File: src/hdl/pcc_pkg.sv
`timescale 1ns / 1ps
// ----------------------------------------------------------------------------
// pcc_pkg
// Types and fixed widths shared by the correlation unit's front end, job
// queue and arithmetic back end.
// ----------------------------------------------------------------------------
package pcc_pkg;

    // Fixed widths of the running state (sized for the largest series)
    localparam int CNT_W  = 13;
    localparam int SX_W   = 29;
    localparam int SXX_W  = 44;
    localparam int SXY_W  = 45;
    // Centered sums N*S - S*S and their magnitudes
    localparam int DIFF_W = 56;
    localparam int MAG_W  = 55;
    // Wide products vx*vy and cov*cov
    localparam int PROD_W = 2 * MAG_W;

    typedef enum logic [1:0] {
        STATUS_OK       = 2'd0,
        STATUS_ZERO_VAR = 2'd1,
        STATUS_OVERFLOW = 2'd2
    } status_t;

    typedef struct packed {
        logic signed [15:0] x_sample;
        logic signed [15:0] y_sample;
        logic               last_pair;
    } pcc_in_t;

    typedef struct packed {
        logic signed [15:0] correlation;
        status_t            status;
    } pcc_out_t;

    // One finished series, handed from the front end to the back end
    typedef struct packed {
        logic [CNT_W-1:0]        pair_count;
        logic signed [SX_W-1:0]  sum_x;
        logic signed [SX_W-1:0]  sum_y;
        logic [SXX_W-1:0]        sum_xx;
        logic [SXX_W-1:0]        sum_yy;
        logic signed [SXY_W-1:0] sum_xy;
        logic                    overflow;
    } pcc_job_t;

    typedef struct packed {
        logic full;
        logic empty;
    } pcc_qstat_t;

    typedef enum logic [3:0] {
        ST_IDLE,
        ST_TERM_MUL,
        ST_TERM_SUB,
        ST_CHECK,
        ST_MUL_VV,
        ST_MUL_COV,
        ST_DIV_INIT,
        ST_DIV,
        ST_SQRT,
        ST_FINISH
    } back_state_t;

endpackage

File: src/hdl/pcc_front.sv
`timescale 1ns / 1ps
// ----------------------------------------------------------------------------
// pcc_front
// Accumulates count and running sums, one pair per cycle while a closing pair
// finds a free queue slot; hands each finished series to the job queue.
// ----------------------------------------------------------------------------
module pcc_front #(
    parameter int SAMPLE_BITS = 16,
    parameter int MAX_PAIRS   = 4096
) (
    input  logic               clk,
    input  logic               rst_n,
    input  logic               pair_valid,
    output logic               pair_ready,
    input  pcc_pkg::pcc_in_t   pair,
    input  pcc_pkg::pcc_qstat_t qstat,
    output logic               push,
    output pcc_pkg::pcc_job_t  push_data
);
    import pcc_pkg::*;

    logic [CNT_W-1:0]        count_reg, count_next;
    logic signed [SX_W-1:0]  sx_reg, sx_next, sy_reg, sy_next;
    logic [SXX_W-1:0]        sxx_reg, sxx_next, syy_reg, syy_next;
    logic signed [SXY_W-1:0] sxy_reg, sxy_next;
    logic                    ovf_reg, ovf_next;

    logic signed [SAMPLE_BITS-1:0] x_raw, y_raw;
    logic signed [15:0]            x_s, y_s;
    logic signed [31:0]            xx, yy, xy;
    logic                          accept, full_count;

    assign x_raw = pair.x_sample[SAMPLE_BITS-1:0];
    assign y_raw = pair.y_sample[SAMPLE_BITS-1:0];
    assign x_s   = 16'(x_raw);
    assign y_s   = 16'(y_raw);
    assign xx    = x_s * x_s;
    assign yy    = y_s * y_s;
    assign xy    = x_s * y_s;

    // Stall only a closing pair when no queue slot is free
    assign pair_ready = !qstat.full || !pair.last_pair;
    assign accept     = pair_valid && pair_ready;
    assign full_count = (count_reg == CNT_W'(MAX_PAIRS));

    always_comb
    begin
        count_next = count_reg;
        sx_next    = sx_reg;
        sy_next    = sy_reg;
        sxx_next   = sxx_reg;
        syy_next   = syy_reg;
        sxy_next   = sxy_reg;
        ovf_next   = ovf_reg;
        if (accept)
        begin
            if (full_count)
            begin
                ovf_next = 1'b1;
            end
            else
            begin
                count_next = count_reg + 1'b1;
                sx_next    = sx_reg + SX_W'(x_s);
                sy_next    = sy_reg + SX_W'(y_s);
                sxx_next   = sxx_reg + SXX_W'($unsigned(xx));
                syy_next   = syy_reg + SXX_W'($unsigned(yy));
                sxy_next   = sxy_reg + SXY_W'(xy);
            end
        end
    end

    assign push = accept && pair.last_pair;

    always_comb
    begin
        push_data.pair_count = count_next;
        push_data.sum_x      = sx_next;
        push_data.sum_y      = sy_next;
        push_data.sum_xx     = sxx_next;
        push_data.sum_yy     = syy_next;
        push_data.sum_xy     = sxy_next;
        push_data.overflow   = ovf_next;
    end

    // Clear the sums after a closing pair for the next series
    always_ff @(posedge clk or negedge rst_n)
    begin
        if (!rst_n)
        begin
            count_reg <= '0;
            sx_reg    <= '0;
            sy_reg    <= '0;
            sxx_reg   <= '0;
            syy_reg   <= '0;
            sxy_reg   <= '0;
            ovf_reg   <= 1'b0;
        end
        else if (push)
        begin
            count_reg <= '0;
            sx_reg    <= '0;
            sy_reg    <= '0;
            sxx_reg   <= '0;
            syy_reg   <= '0;
            sxy_reg   <= '0;
            ovf_reg   <= 1'b0;
        end
        else
        begin
            count_reg <= count_next;
            sx_reg    <= sx_next;
            sy_reg    <= sy_next;
            sxx_reg   <= sxx_next;
            syy_reg   <= syy_next;
            sxy_reg   <= sxy_next;
            ovf_reg   <= ovf_next;
        end
    end

endmodule

File: config.mk
export PLATFORM = sky130hd
export DESIGN_NAME = pcc_front
export DESIGN_NICKNAME = d
export VERILOG_FILES = /design/src/hdl/pcc_pkg.sv /design/src/hdl/pcc_front.sv
export SDC_FILE = /design/constraint.sdc
export NUM_CORES = 2
export LEC_CHECK = 0
export ABC_AREA = 1
export CAP_MARGIN = 5
export CELL_PAD_IN_SITES_DETAIL_PLACEMENT = 1
export CELL_PAD_IN_SITES_GLOBAL_PLACEMENT = 1
export CORE_ASPECT_RATIO = 1.5
export CORE_UTILIZATION = 45
export DETAILED_ROUTE_END_ITERATION = 8
export DONT_BUFFER_PORTS = 1
export GPL_TIMING_DRIVEN = 0
export PLACE_DENSITY = 0.77
export SLEW_MARGIN = 25
export SYNTH_ARGS = -nofsm -noshare
export SYNTH_HDL_FRONTEND = slang
export SYNTH_SLANG_ARGS = --single-unit
File: constraint.sdc
create_clock -name clk -period 10.6 [get_ports clk]
set_clock_uncertainty 0.15 [all_clocks]
set_input_delay 2.12 -clock clk [delete_from_list [all_inputs] [get_ports clk]]
set_output_delay 2.12 -clock clk [all_outputs]
set_load 0.05 [all_outputs]
==> out/metrics.yaml <==
clocking:
  clk_pin_slew_ns: 0.06
  cts_root_buf: "clkbuf_16"
  clock_latency_ns: 0.65
  cts-htree-levels: 1
  cts_buffer_depth: 3
  cts_buffers: 26
  cts_tree: "done"
  clock-sinks: 205
grt:
  use_met2_pct: 72.1
  grt_pass1_wl_um: 347000
  grt_pass1_vias: 56500
  antenna_found_initial: 19
  grt-ovfl-total: 0
  grt_max_degree: 206
  grtUsageMet1_pct: 42.0
  top_usage_layer: "met2"
  grtUsageTotal_pct: 40.9
  met3_usage_pct: 7.67
placement:
  gp_congestion: 0.985
  io_buffers: 0
  dp_hpwl_um: 185000
  pre_cts_ws_ns: -2.54
layout:
  area_delta_synth_final_pct: 27.9
  utilization_pct: 57.9
  layout_commonest_cell: "inv_1"
  drive_above_1_share_pct: 24.9
  largest_reg_flops: 45
  nets: 8720
  mostFrequentLayoutCells: "inv_1, nand2_1, fa_1"
logic_synthesis:
  async_reset_ff_share_pct: 100
  synth_area_um2: 51100
  synth-edff-count: 0
  synth_flop_cell: "dfrtp_1"
  ys_seq_elements: 205
  ys_types: 47
  ys_seq_area_share_pct: 10.0
  syn_nets: 8372
  yosys_warnings: 0
  synth.avg_cell_area_um2: 7.21
  syn_inst: 7081
run_status:
  status: "finished, violations left"
  violations: "setup timing"
setup_path:
  crit_path_max_fanout: 19
  path_buf_inv: 10
  required_ns: 8.33
  cpPeakStageDelay_ns: 0.62
  endpoint_kind: "output port"
  path_class: "in2out"
  start_kind: "primary input"
  crit_family: "adder cells"
  cp_data_arrival_time_ns: 9.79
  worst_path_max_delay_cell: "fa_2"
floorplan:
  coreArea_um2: 113000
  start_util_pct: 45.3
  dieArea_um2: 115000
  dieWidth_um: 277
  rows: 151
  die_h_um: 415
  io_pins: 245
routing:
  drt_iter0_markers: 3525
  vias_per_cell: 5.84
  dr.pass1.iters: 7
  vias: 52100
  drcViolationCount: 0
  wl_um: 258000
  routedWlPerCell_um: 29.0
  ant_nets: 0
timing:
  tightest_slew_ns: 1.07
  final-hold-violation-count: 0
  final-setup-viol-count: 71
  max_freq_mhz: 82.9
  fin_ws_ns: -1.46
  finalCritPeriodShare_pct: 114
  relSlewSlack_pct: 28.4
  final.min_clock_period_ns: 12.06
  grt_setup_unrepaired: "yes"
  maxSlewViolCount: 0
run:
  maxCapViolations: 0
min_path:
  hp-class: "reg2reg"
-- cell type report --
type	count	area, um2
timing repair buffer	320	2790
buffer	173	1890
inverter	1859	7350
fill	13500	47500
clock buffer	33	718
multi-input combinational	4844	45400
tap	1453	1820
sequential	205	5130
antenna	11	27.5
clock inverter	14	166
-- per-stage QoR --
stage / cells / area, um2 / hold slack (ns) / TNS, ns
5_1_grt: 8903 / 65300 / 0.423 / -62.72
6_report: 8912 / 65300 / 0.391 / -55.11
3_5_place_dp: 8541 / 53400 / 0.379 / -149.97
3_3_place_gp: 8534 / 53200 / 0.362 / -163.39
4_1_cts: 8802 / 62100 / 0.389 / -26.77
2_1_floorplan: 7081 / 51400 / 0.346 / -0.0375
-- metal layers --
metal | share of wire [%] | vias to the layer above
met2 | 48 | 2836
met1 | 32 | 26100
met4 | 11 | 18
met3 | 8.1 | 1438
met5 | 0.048 | -
li1 | - | 21700
-- cell usage after synthesis, drive strengths merged (5+ instances only) --
cell,number,area [um2]
a21o,25,188
dfrtp,205,5130
nor4,6,52.6
nand3,347,1750
nor2,577,2170
nand4,77,482
o21bai,38,285
or2,101,632
and2,6,37.5
a21oi,263,1320
inv,1857,6980
clkbuf,125,469
ha,427,5340
a31oi,9,56.3
nand3b,5,37.5
nand2,1710,6430
buf,48,299
fa,826,16500
a21boi,6,45.0
xnor2,71,622
a211oi,17,193
o21a,7,52.6
xor2,72,631
o21ai,200,1000
nor3,38,200
-- tightest hold or removal path, cell delays in order, from the launching register on --
cell and delay (ns):
dfrtp_1 0.36, inv_1 0.07, a21oi_1 0.07
-- logic make-up after synthesis --
kind of cell	synth area share [%]
AO/OA/AOI/OAI	6.33
XOR/XNOR	2.45
adder cells (fa/ha/maj)	42.8
buffers and inverters	15.2
flip-flops	10.0
AND/OR/NAND/NOR	23.2
-- worst paths after layout --
kind	slack, ns	endpoint	cells past startpoint	start
hold / removal	0.39	ovf_reg	2	ovf_reg
hold reg to reg	0.39	ovf_reg	2	ovf_reg
setup reg to reg	5.09	sxy_reg[34]	21	sxy_reg[15]
min in group asynchronous	1.05	sxx_reg[17]	0	rst_n
setup / recovery	-1.46	push_data[132]	33	pair[32]
max in group asynchronous	8.45	sxy_reg[6]	0	rst_n
-- timing repair --
action	in CTS	in global routing
gates cloned	1	0
setup endpoints to repair	105	97
hold buffers	0	0
pin swaps	420	349
buffers inserted	215	103
resized for setup	1499	630
Power is not shown: default switching activity piles up to over one toggle a cycle in this logic, so the estimate is an artifact.
