### config.mk
export PLATFORM = sky130hd
export DESIGN_NAME = pcc_queue
export DESIGN_NICKNAME = d
export VERILOG_FILES = /design/src/hdl/pcc_pkg.sv /design/src/hdl/pcc_queue.sv
export SDC_FILE = /design/constraint.sdc
export NUM_CORES = 1
export LEC_CHECK = 0
export BUFFER_PORTS_ARGS = -buffer_cell sky130_fd_sc_hd__buf_2
export CAP_MARGIN = 20
export CORE_ASPECT_RATIO = 0.5
export CORE_UTILIZATION = 45
export DETAILED_ROUTE_END_ITERATION = 7
export PLACE_DENSITY = 0.7
export RECOVER_POWER = 100
export SYNTH_ARGS = -nofsm -noshare
export SYNTH_HDL_FRONTEND = slang
export SYNTH_SLANG_ARGS = --single-unit
### constraint.sdc
create_clock -name clk -period 27.9 [get_ports clk]
set_input_delay 2.79 -clock clk [delete_from_list [all_inputs] [get_ports clk]]
set_output_delay 2.79 -clock clk [all_outputs]
set_load 0.05 [all_outputs]
### src/hdl/pcc_pkg.sv
`timescale 1ns / 1ps
// ----------------------------------------------------------------------------
// pcc_pkg
// Types and fixed widths shared by the correlation unit's front end, job
// queue and arithmetic back end.
// ----------------------------------------------------------------------------
package pcc_pkg;

    // Fixed widths of the running state (sized for the largest series)
    localparam int CNT_W  = 13;
    localparam int SX_W   = 29;
    localparam int SXX_W  = 44;
    localparam int SXY_W  = 45;
    // Centered sums N*S - S*S and their magnitudes
    localparam int DIFF_W = 56;
    localparam int MAG_W  = 55;
    // Wide products vx*vy and cov*cov
    localparam int PROD_W = 2 * MAG_W;

    typedef enum logic [1:0] {
        STATUS_OK       = 2'd0,
        STATUS_ZERO_VAR = 2'd1,
        STATUS_OVERFLOW = 2'd2
    } status_t;

    typedef struct packed {
        logic signed [15:0] x_sample;
        logic signed [15:0] y_sample;
        logic               last_pair;
    } pcc_in_t;

    typedef struct packed {
        logic signed [15:0] correlation;
        status_t            status;
    } pcc_out_t;

    // One finished series, handed from the front end to the back end
    typedef struct packed {
        logic [CNT_W-1:0]        pair_count;
        logic signed [SX_W-1:0]  sum_x;
        logic signed [SX_W-1:0]  sum_y;
        logic [SXX_W-1:0]        sum_xx;
        logic [SXX_W-1:0]        sum_yy;
        logic signed [SXY_W-1:0] sum_xy;
        logic                    overflow;
    } pcc_job_t;

    typedef struct packed {
        logic full;
        logic empty;
    } pcc_qstat_t;

    typedef enum logic [3:0] {
        ST_IDLE,
        ST_TERM_MUL,
        ST_TERM_SUB,
        ST_CHECK,
        ST_MUL_VV,
        ST_MUL_COV,
        ST_DIV_INIT,
        ST_DIV,
        ST_SQRT,
        ST_FINISH
    } back_state_t;

endpackage

### src/hdl/pcc_queue.sv
`timescale 1ns / 1ps
// ----------------------------------------------------------------------------
// pcc_queue
// Two-entry job queue between the front end and the back end.
// ----------------------------------------------------------------------------
module pcc_queue (
    input  logic                clk,
    input  logic                rst_n,
    input  logic                push,
    input  pcc_pkg::pcc_job_t   push_data,
    input  logic                pop,
    output pcc_pkg::pcc_job_t   pop_data,
    output pcc_pkg::pcc_qstat_t qstat
);
    import pcc_pkg::*;

    localparam int DEPTH = 2;
    localparam int PTR_W = $clog2(DEPTH);

    pcc_job_t           slot_reg [DEPTH];
    logic [PTR_W-1:0]   wr_reg, rd_reg;
    logic [PTR_W:0]     fill_reg;

    assign qstat.full  = (fill_reg == (PTR_W+1)'(DEPTH));
    assign qstat.empty = (fill_reg == '0);
    assign pop_data    = slot_reg[rd_reg];

    always_ff @(posedge clk)
    begin
        if (push)
        begin
            slot_reg[wr_reg] <= push_data;
        end
    end

    always_ff @(posedge clk or negedge rst_n)
    begin
        if (!rst_n)
        begin
            wr_reg   <= '0;
            rd_reg   <= '0;
            fill_reg <= '0;
        end
        else
        begin
            if (push)
            begin
                wr_reg <= wr_reg + 1'b1;
            end
            if (pop)
            begin
                rd_reg <= rd_reg + 1'b1;
            end
            if (push && !pop)
            begin
                fill_reg <= fill_reg + 1'b1;
            end
            else if (pop && !push)
            begin
                fill_reg <= fill_reg - 1'b1;
            end
        end
    end

endmodule

==> results of run 1 <==
routing by layer:
metal  global-route usage  wire length (µm)  up-vias
met5                    0                28        -
li1                     -                 -     3500
met4              0.08574              1236        4
met3              0.04307              1574       89
met2               0.3543             19170      207
met1               0.2024             12390     3893
worst register-to-register path, delay by kind of cell, from the launching register on:
| family | cells | cell delay, ns |
|---|---|---|
| flip-flops | 1 | 0.37 |
| AND/OR/NAND/NOR | 1 | 3.22 |
| buffers and inverters | 1 | 3.30 |
stage by stage:
step	hold slack, ns	instance area [µm²]
CTS	0.5110	19290
global route	0.5414	18550
floorplan	0.4555	15550
detailed placement	0.4952	18040
finish	0.4862	18560
global placement	0.4716	18040
cells in the final DEF (no fill, tap or decap):
cell | netlist | layout
nor2_1 | 2 | 2
mux2_2 | 65 | 61
dfrtp_1 | 4 | 4
inv_6 | 0 | 1
and2_0 | 0 | 1
xnor2_1 | 1 | 1
buf_2 | 6 | 247
xor2_1 | 4 | 4
clkinv_2 | 0 | 5
ha_1 | 1 | 1
edfxtp_1 | 410 | 410
bufinv_16 | 0 | 6
clkinv_1 | 0 | 11
inv_1 | 1 | 1
clkbuf_16 | 0 | 39
mux2_1 | 0 | 139
mux2_4 | 140 | 5
diode_2 | 0 | 10
nor2b_1 | 2 | 2
clkbuf_1 | 0 | 183
logic make-up after synthesis:
logic type / share of synthesized area
AND/OR/NAND/NOR: 0.001690
flip-flops: 0.7980
buffers and inverters: 0.01448
XOR/XNOR: 0.002815
adder cells (fa/ha/maj): 0.0008043
multiplexers: 0.1822
path summary, 6_finish.rpt:
path	startpoint	to	slack (ns)	depth (start not counted)
max in group asynchronous	rst_n	wr_reg$_DFFE_PN0P_	25.62	1
max	rd_reg$_DFFE_PN0P_	pop_data[189]	17.61	4
min	wr_reg$_DFFE_PN0P_	wr_reg$_DFFE_PN0P_	0.49	1
min in group asynchronous	rst_n	fill_reg[0]$_DFFE_PN0P_	2.09	1
max reg2reg	wr_reg$_DFFE_PN0P_	slot_reg[1][125]$_DFFE_PP_	20.42	2
min reg2reg	wr_reg$_DFFE_PN0P_	wr_reg$_DFFE_PN0P_	0.49	1
area by class of cell:
| class | count | area share |
|---|---|---|
| antenna | 10 | 0.001349 |
| clock buffer | 44 | 0.05360 |
| clock inverter | 23 | 0.01376 |
| inverter | 1 | 0.0002023 |
| multi-input combinational | 216 | 0.1299 |
| sequential | 414 | 0.6689 |
| tap | 441 | 0.02974 |
| timing repair buffer | 425 | 0.1026 |
power groups by stage:
stage          Clock [mW]  Combinational (mW)  Sequential [mW]
6_report            0.527               0.885            0.880
5_1_grt             0.565               0.919            0.891
4_1_cts             0.542               0.994            0.873
3_5_place_dp            0               0.992            0.886
3_3_place_gp            0               0.984            0.880
2_1_floorplan           0               0.823            0.894
==> results.md, run 1 <==
- Total Neg Setup Slack: 0 ns
- Max IR drop VDD: between 0.00007 and 0.00008 V
- Port Buf Inserts: 415
- Power Density: roughly 120 nW/µm²
- Switching share of power: 0.4081
- Outcome: finished, violations left
- Dpl cells: 1496
- Die width: 264.9 µm
- Finished Layout Cells: 1574
- Comb power frac: 0.386
- Final hold violations: 0
- DRC: 0
- Worst path cell trace: clkbuf_1, clkbuf_1, mux2_2, clkbuf_1
- Initial antenna violation count: 12
- Core area: about 34000 µm²
- Remaining Overflow, GRT: 0
- PnR worst setup slack: roughly 18 ns
- Seq/Total Area, Yosys: 0.7980
- TritonCTS Buffers: 38
- FILL cells: 2774
- Initial core utilization: 0.4640
- Worst setup EP type: output port
- Slew @ Worst Pin: 4.480 ns
- Share of the synthesized area in the top cell type: 0.7916
- Insertion delay to the later sink of the worst-skew pair: 0.52 ns
- Via count: 7693
- Cell internal pwr: between 1 and 1.5 mW
- Clock root buffer: clkbuf_16
- Clk network pwr share: 0.230
- Final core utilization: 0.5536
- Buf+Inv Stages, Crit Path: 3
- Crit-path most repeated cell: clkbuf_1
- Die area: 35360 µm²
- DRT antenna net count: 0
- Post-synth top cells: 410 x edfxtp_1, 140 x mux2_4, 65 x mux2_2
- Layout cells sized above 1: 0.3241
- EDFF count, synth: 410
- CTS clk-pin slew, worst paths: 0.06 ns
- Crit-path slowest cell: clkbuf_1
- Critical path launch point type: register
- Maxcap violations: 11
- Data arrival, critical path: 7.50 ns
- Clock Path Buffers: 3
- Clk sink count: ~410
- Synthesized area per cell: around 24 µm²
- PostCTS Resize Cnt: 0
- P_leak: 6.573 nW
- Area growth syn-to-layout: 19.31%
- Syn_nets: 864
- Total track usage: 0.1885
- Min Clock Period, post-route: 10.29 ns
- Cts hold-fix bufs: 0
- Mapped Cells: 654
- RSZ-0062 raised after global routing: no
- HP Class: reg2reg
- Slew headroom: -1.989
- Seq. cell area: 12410 µm²
- DP HPWL: 23710 µm
- Failing checks: max-capacitance violations, max-slew violations
- Worst path required time: about 25 ns
- Yosys top cell by area: edfxtp_1
- Sequential share of power: 0.384
- Skew final: 0.01823 ns
- Htree depth: 2
- Rows: 47
- Most common cell in the netlist: edfxtp_1
- Initial drt markers: about 460
- Top delay family on crit path: buffers and inverters
- CTS tree: yes
- Post-DR vias/cell: 4.888
- FFs w/ async S/R, synth: 0.009662
- Max reg flops: 410
- Main synth FF type: edfxtp_1
- Place WS: 21.94 ns
- Final Power: 2.292 mW
- Slowest Stage Delay on Critical Path: 2.37 ns
- Area of the multi-input gates: 2410 µm²
- Post-Syn Area: 15550 µm²
- Gpl congestion: 0.8580
- Distinct cells, synth: 13
- Global-route wire length before repair: 49410 µm
- Wire length per cell: 21.86 µm
- Top post-synthesis cells by area: edfxtp_1 79%, mux2_4 14%, mux2_2 4.7%
- Sw power: 0.9352 mW
- Yosys reg bits: ~410
- Die Ht: 133.5 µm
- Number of global-route vias before repair: 8302
- Maximum clock rate: 0.09715 GHz
- Setup Fix Bufs, Post-CTS: 0
- CP Class: reg2out
- Final Slew Violations: 616
- Setup Viol. Count Final: 0
- Total routed wirelength: 34400 µm
- Synth warnings: 0
- 1st-pass router iterations: 5
- Post-route clock period utilization: 0.3689
- Ports: 416
- CP max FO: 59
- Largest net degree at the start of global routing: 79
- Layout net count: 1306
Note: power is estimated with default switching activity, not from simulation.
==> inputs of run 2 (changes only) <==
--- a/config.mk
+++ b/config.mk
@@ -10,7 +10,7 @@
 export CORE_ASPECT_RATIO = 0.5
 export CORE_UTILIZATION = 45
 export DETAILED_ROUTE_END_ITERATION = 7
-export PLACE_DENSITY = 0.7
+export PLACE_DENSITY = 0.73
 export RECOVER_POWER = 100
 export SYNTH_ARGS = -nofsm -noshare
 export SYNTH_HDL_FRONTEND = slang
==> constraint.sdc (replaced) <==
create_clock -name clk -period 9.4 [get_ports clk]
set_input_delay 0.94 -clock clk [delete_from_list [all_inputs] [get_ports clk]]
set_output_delay 0.94 -clock clk [all_outputs]
set_load 0.05 [all_outputs]
==> results.md, run 2 (same netlist as run 1, synthesis figures left out) <==
- Clock root buffer: clkbuf_16
- Die Ht: 133.5 µm (unchanged)
- Die area: 35360 µm² (unchanged)
- Wire length per cell: 21.23 µm (-2.9%)
- Core area: 33520 µm² (unchanged)
- FF-to-FF Start: wr_reg$_DFFE_PN0P_
- DRT antenna net count: 0 (unchanged)
- Remaining Overflow, GRT: 0 (unchanged)
- Min Clock Period, post-route: 6.151 ns
- CTS tree: yes
- Insertion delay to the later sink of the worst-skew pair: 0.52 ns (about the same)
- Via count: 7641 (-0.68%)
- Layout cells sized above 1: 0.3357 (+0.01158)
- Critical path launch point type: input pin
- Setup Viol. Count Final: 0 (unchanged)
- Reg2reg path depth: 3 (+1)
- Power Density: 366.9 nW/µm² (+200%)
- Final hold violations: 0 (unchanged)
- Final Power: 6.905 mW (+200%)
- Post-DR vias/cell: 4.873 (-0.30%)
- RSZ-0062 raised after global routing: no
- Critical Path End: slot_reg[0][126]$_DFFE_PP_
- Clk network pwr share: 0.217 (-0.013)
- Htree depth: 2 (unchanged)
- Slew @ Worst Pin: 5.183 ns (+0.7030 ns)
- Area growth syn-to-layout: 21.00%
- HP Class: in2async
- Commonest cells after routing, fill and taps aside: 410 x edfxtp_1, 291 x clkbuf_1, 133 x buf_2
- Maxcap violations: 5 (-6)
- Final Slew Violations: 265 (-57%)
- Total track usage: 0.1824 (-0.006089)
- Clk sink count: 414 (unchanged)
- Worst setup EP type: register
- Initial antenna violation count: 6 (-6)
- Number of global-route vias before repair: 8231 (-0.86%)
- Slew headroom: -2.458 (-0.4689)
- Initial drt markers: 425 (-7.4%)
- Switching share of power: 0.4099 (+0.001808)
- Die width: 264.9 µm (unchanged)
- Initial core utilization: 0.4640 (unchanged)
- DRC: 0 (unchanged)
- CTS clk-pin slew, worst paths: 0.06 ns (about the same)
- Max IR drop VDD: 0.0002358 V (+230%)
- Port Buf Inserts: 415 (unchanged)
- Comb power frac: 0.407 (+0.021)
- Ports: 416 (unchanged)
- Commonest non-fill, non-tap cell in the layout: edfxtp_1
- Skew final: 0.006373 ns (-0.01185 ns)
- DP HPWL: 22810 µm (-3.8%)
- TritonCTS Buffers: 38 (unchanged)
- Outcome: finished, violations left
- FF-to-FF setup slack: 3.46 ns (-16.96 ns)
- Maximum clock rate: around 0.16 GHz
- PostCTS Resize Cnt: 0 (unchanged)
- Sw power: 2.830 mW (+200%)
- CP Class: in2reg
- Worst path required time: 9.54 ns (-15.57 ns)
- Max reg flops: 410 (unchanged)
- Clock Path Buffers: 3 (unchanged)
- Failing checks: max-capacitance violations, max-slew violations
- Setup Fix Bufs, Post-CTS: 0 (unchanged)
- Cts hold-fix bufs: 0 (unchanged)
- Dpl cells: 1495 (-0.067%)
- Global-route wire length before repair: 48560 µm (-1.7%)
- Worst r2r dst: slot_reg[0][126]$_DFFE_PP_
- CP max FO: 68 (+15%)
- CP startpoint: push
- Largest net degree at the start of global routing: 76 (-3.8%)
- Layout net count: 1304 (-0.15%)
- Gpl congestion: 0.7944 (-7.4%)
- Total routed wirelength: 33280 µm (-3.3%)
- Finished Layout Cells: 1568 (-0.38%)
- Rows: 47 (unchanged)
- Cell internal pwr: 4.075 mW (+200%)
- Total Neg Setup Slack: 0 ns (unchanged)
- P_leak: 6.754 nW (+2.7%)
- Data arrival, critical path: 6.29 ns (-1.21 ns)
- Sequential share of power: 0.376 (-0.008)
- 1st-pass router iterations: 4 (-1)
- Post-route clock period utilization: 0.6543
[run 2: final cells by class]
type | count | area (µm²)
Timing Repair Buffer | 423 | 1777
Fill cell | 2743 | 14700
Multi-Input combinational cell | 216 | 2860
Clock buffer | 50 | 1060
Clock inverter | 19 | 146.4
Inverter | 1 | 3.754
Antenna cell | 4 | 10.01
Sequential cell | 414 | 12410
Tap cell | 441 | 551.8
[run 2: critical path, stage by stage]
cell and delay, ns:
clkbuf_1 0.17, nor2b_1 2.02, clkbuf_1 2.06, buf_4 0.98
[run 2: power groups by stage]
stage	clock network [mW]	registers (mW)	logic (mW)
5_1_grt	1.61	2.63	2.91
6_report	1.50	2.60	2.81
3_5_place_dp	0	2.62	2.95
4_1_cts	1.54	2.59	2.96
3_3_place_gp	0	2.60	2.93
2_1_floorplan	0	2.62	2.44
[run 2: metrics by stage]
stage | setup WS (ns) | area, µm² | util | hold slack (ns)
after floorplan | 2.683 | 15560 | - | 0.4563
after global placement | 5.648 | 18030 | 0.5380 | 0.4713
after detailed placement | 5.491 | 18030 | 0.5380 | 0.4908
after CTS | 5.358 | 19240 | 0.5740 | 0.1875
after global routing | 2.794 | 18820 | 0.5615 | 0.2383
final | 3.249 | 18820 | 0.5615 | 0.2421
[run 2: worst min path at each step]
stage                                  from                      end  slack [ns]  cells past startpoint
floorplan           fill_reg[1]$_DFFE_PN0P_  fill_reg[1]$_DFFE_PN0P_        0.46                      1
global placement    fill_reg[1]$_DFFE_PN0P_  fill_reg[1]$_DFFE_PN0P_        0.47                      1
detailed placement  fill_reg[1]$_DFFE_PN0P_  fill_reg[1]$_DFFE_PN0P_        0.49                      1
CTS                                   rst_n       wr_reg$_DFFE_PN0P_        0.19                      1
global route                          rst_n       wr_reg$_DFFE_PN0P_        0.24                      1
finish                                rst_n       wr_reg$_DFFE_PN0P_        0.24                      1
[run 2: routing by layer]
layer	GRT usage	vias up	routed length (µm)
li1	-	3487	-
met1	0.2004	3900	12280
met2	0.3488	175	18750
met3	0.03678	75	1239
met4	0.06680	4	986
met5	0	-	24
==> inputs of run 3 (changes only) <==
--- a/config.mk
+++ b/config.mk
@@ -10,7 +10,7 @@
 export CORE_ASPECT_RATIO = 0.5
 export CORE_UTILIZATION = 45
 export DETAILED_ROUTE_END_ITERATION = 7
-export PLACE_DENSITY = 0.73
+export PLACE_DENSITY = 0.7
 export RECOVER_POWER = 100
 export SYNTH_ARGS = -nofsm -noshare
 export SYNTH_HDL_FRONTEND = slang
==> constraint.sdc (replaced) <==
create_clock -name clk -period 5.67 [get_ports clk]
set_input_delay 0.567 -clock clk [delete_from_list [all_inputs] [get_ports clk]]
set_output_delay 0.567 -clock clk [all_outputs]
set_load 0.05 [all_outputs]
==> results.md, run 3 (same netlist as run 1, synthesis figures left out) <==
- Outcome: finished, violations left
- Failing checks: max-capacitance violations, max-slew violations
- Initial core utilization: 0.4640 (unchanged)
- Max IR drop VDD: 0.0003971 V (+68%)
- Worst path required time: 5.10 ns (-4.44 ns)
- CP max FO: 42 (-38%)
- RSZ-0062 raised after global routing: no
- Post-route clock period utilization: 0.7390
- Die Ht: 133.5 µm (unchanged)
- Hold Crit Start: push_data[113]
- Htree depth: 2 (unchanged)
- Placed cell area: 18080 µm² (+0.24%)
- DRT antenna net count: 0 (unchanged)
- CP Class: reg2out
- Worst setup EP type: output port
- Initial drt markers: 430 (+1.2%)
- Data arrival, critical path: 3.62 ns (-2.67 ns)
- Rows: 47 (unchanged)
- Hold Path Depth: 1
- Maximum clock rate: around 0.24 GHz
- Setup Viol. Count Final: 0 (unchanged)
- Initial antenna violation count: 6 (unchanged)
- Total track usage: 0.1815 (-0.0009378)
- Power Density: 602.1 nW/µm² (+64%)
- Final Slew Violations: 193 (-27%)
- Total Neg Setup Slack: 0 ns (unchanged)
- Worst Hold Margin: 0.2245 ns (-0.01766 ns)
- Die width: 264.9 µm (unchanged)
- Ports: 416 (unchanged)
- Layout cells sized above 1: 0.3390 (+0.003290)
- Slew @ Worst Pin: 3.255 ns (-1.929 ns)
- HP Class: in2reg
- Via count: 7648 (+0.092%)
- P_leak: 6.758 nW (about the same)
- TritonCTS Buffers: 38 (unchanged)
- DRC: 0 (unchanged)
- Reg2reg path depth: 2 (-1)
- Critical path launch point type: register
- FF-to-FF Start: wr_reg$_DFFE_PN0P_
- Dpl cells: 1494 (-0.067%)
- Commonest cells after routing, fill and taps aside: 410 x edfxtp_1, 300 x clkbuf_1, 136 x mux2_4
- FILL cells: 2722 (-0.77%)
- CTS tree: yes
- Global-route wire length before repair: 48160 µm (-0.82%)
- Gpl congestion: 0.8163 (+2.8%)
- Commonest non-fill, non-tap cell in the layout: edfxtp_1
- Min Clock Period, post-route: 4.190 ns
- Number of global-route vias before repair: 8167 (-0.78%)
- Final core utilization: 0.5619 (about the same)
- 1st-pass router iterations: 4 (unchanged)
- Final hold violations: 0 (unchanged)
- Port Buf Inserts: 415 (unchanged)
- Die area: 35360 µm² (unchanged)
- CTS clk-pin slew, worst paths: 0.06 ns (about the same)
- PnR worst setup slack: 1.480 ns (-1.770 ns)
- Skew final: 0.02351 ns (+0.01714 ns)
- Final instance area: 18840 µm² (about the same)
- Core area: 33520 µm² (unchanged)
- Setup Fix Bufs, Post-CTS: 0 (unchanged)
- PostCTS Resize Cnt: 0 (unchanged)
- Remaining Overflow, GRT: 0 (unchanged)
- Finished Layout Cells: 1566 (-0.13%)
- Slew headroom: -1.170 (+1.288)
- Clk sink count: 414 (unchanged)
- Post-DR vias/cell: 4.884 (+0.22%)
- Clock Path Buffers: 3 (unchanged)
- DP HPWL: 22600 µm (-0.89%)
- Largest net degree at the start of global routing: 125 (+64%)
- Layout net count: 1304 (unchanged)
- Maxcap violations: 4 (-1)
- Insertion delay to the later sink of the worst-skew pair: 0.52 ns (about the same)
- Place WS: 3.029 ns (-2.463 ns)
- Wire length per cell: 21.18 µm (-0.22%)
- CP startpoint: rd_reg$_DFFE_PN0P_
- Max reg flops: 410 (unchanged)
- Area growth syn-to-layout: 21.10% (about the same)
- Final Power: 11.34 mW (+64%)
- Clock root buffer: clkbuf_16
- Total routed wirelength: 33170 µm (-0.34%)
[run 3: cell count changes in the layout (fill, tap and decap cells not counted), moves of 4 or more]
cell      previous run  this run
buf_12               0         4
mux2_1              17         4
mux2_4             125       136
buf_4                6         2
clkbuf_1           291       300
buf_2              133       121
[run 3: worst max-delay path: stages (launching register included)]
cell and delay [ns]:
dfrtp_1 1.63, buf_4 0.69, mux2_4 0.26, clkbuf_1 0.48
[run 3: power breakdown]
group	internal, mW	switching [mW]	total, mW
clock	1.31	1.07	2.38
sequential	4.08	0.208	4.28
combinational	1.27	3.41	4.68
total	6.65	4.69	11.3
[run 3: final timing paths]
path | endpoint | slack (ns)
worst max-delay path | pop_data[143] | 1.48
worst min-delay path | slot_reg[1][113]$_DFFE_PP_ | 0.22
worst max register to register | slot_reg[1][140]$_DFFE_PP_ | 1.67
worst min register to register | fill_reg[1]$_DFFE_PN0P_ | 0.50
max in group asynchronous | rd_reg$_DFFE_PN0P_ | 5.06
min in group asynchronous | fill_reg[0]$_DFFE_PN0P_ | 0.42
[run 3: layout make-up]
cell class | instances | area [µm²] | share of cell area
diodes | 7 | 17.52 | 0.0009300
clock buffers | 46 | 1002 | 0.05321
clock inverters | 18 | 127.6 | 0.006776
inverters | 1 | 3.754 | 0.0001993
multi-input cells | 216 | 2902 | 0.1540
flip-flops and latches | 414 | 12410 | 0.6590
well taps | 441 | 551.8 | 0.02929
repair buffers | 423 | 1819 | 0.09659
[run 3: repair_timing]
item,CTS,global route
setup endpoints to repair,0,0
hold endpoints to repair,4,0
hold buffers,1,0
[run 3: metal layers]
metal / vias to the layer above / global-route usage / share of wire / wire, µm
li1: 3487 / - / - / -
met1: 3917 / 0.2012 / 0.37 / 12210
met2: 167 / 0.3411 / 0.56 / 18710
met3: 77 / 0.03346 / 0.035 / 1151
met4: 0 / 0.08028 / 0.033 / 1092
met5: - / 0 / 0 / 0
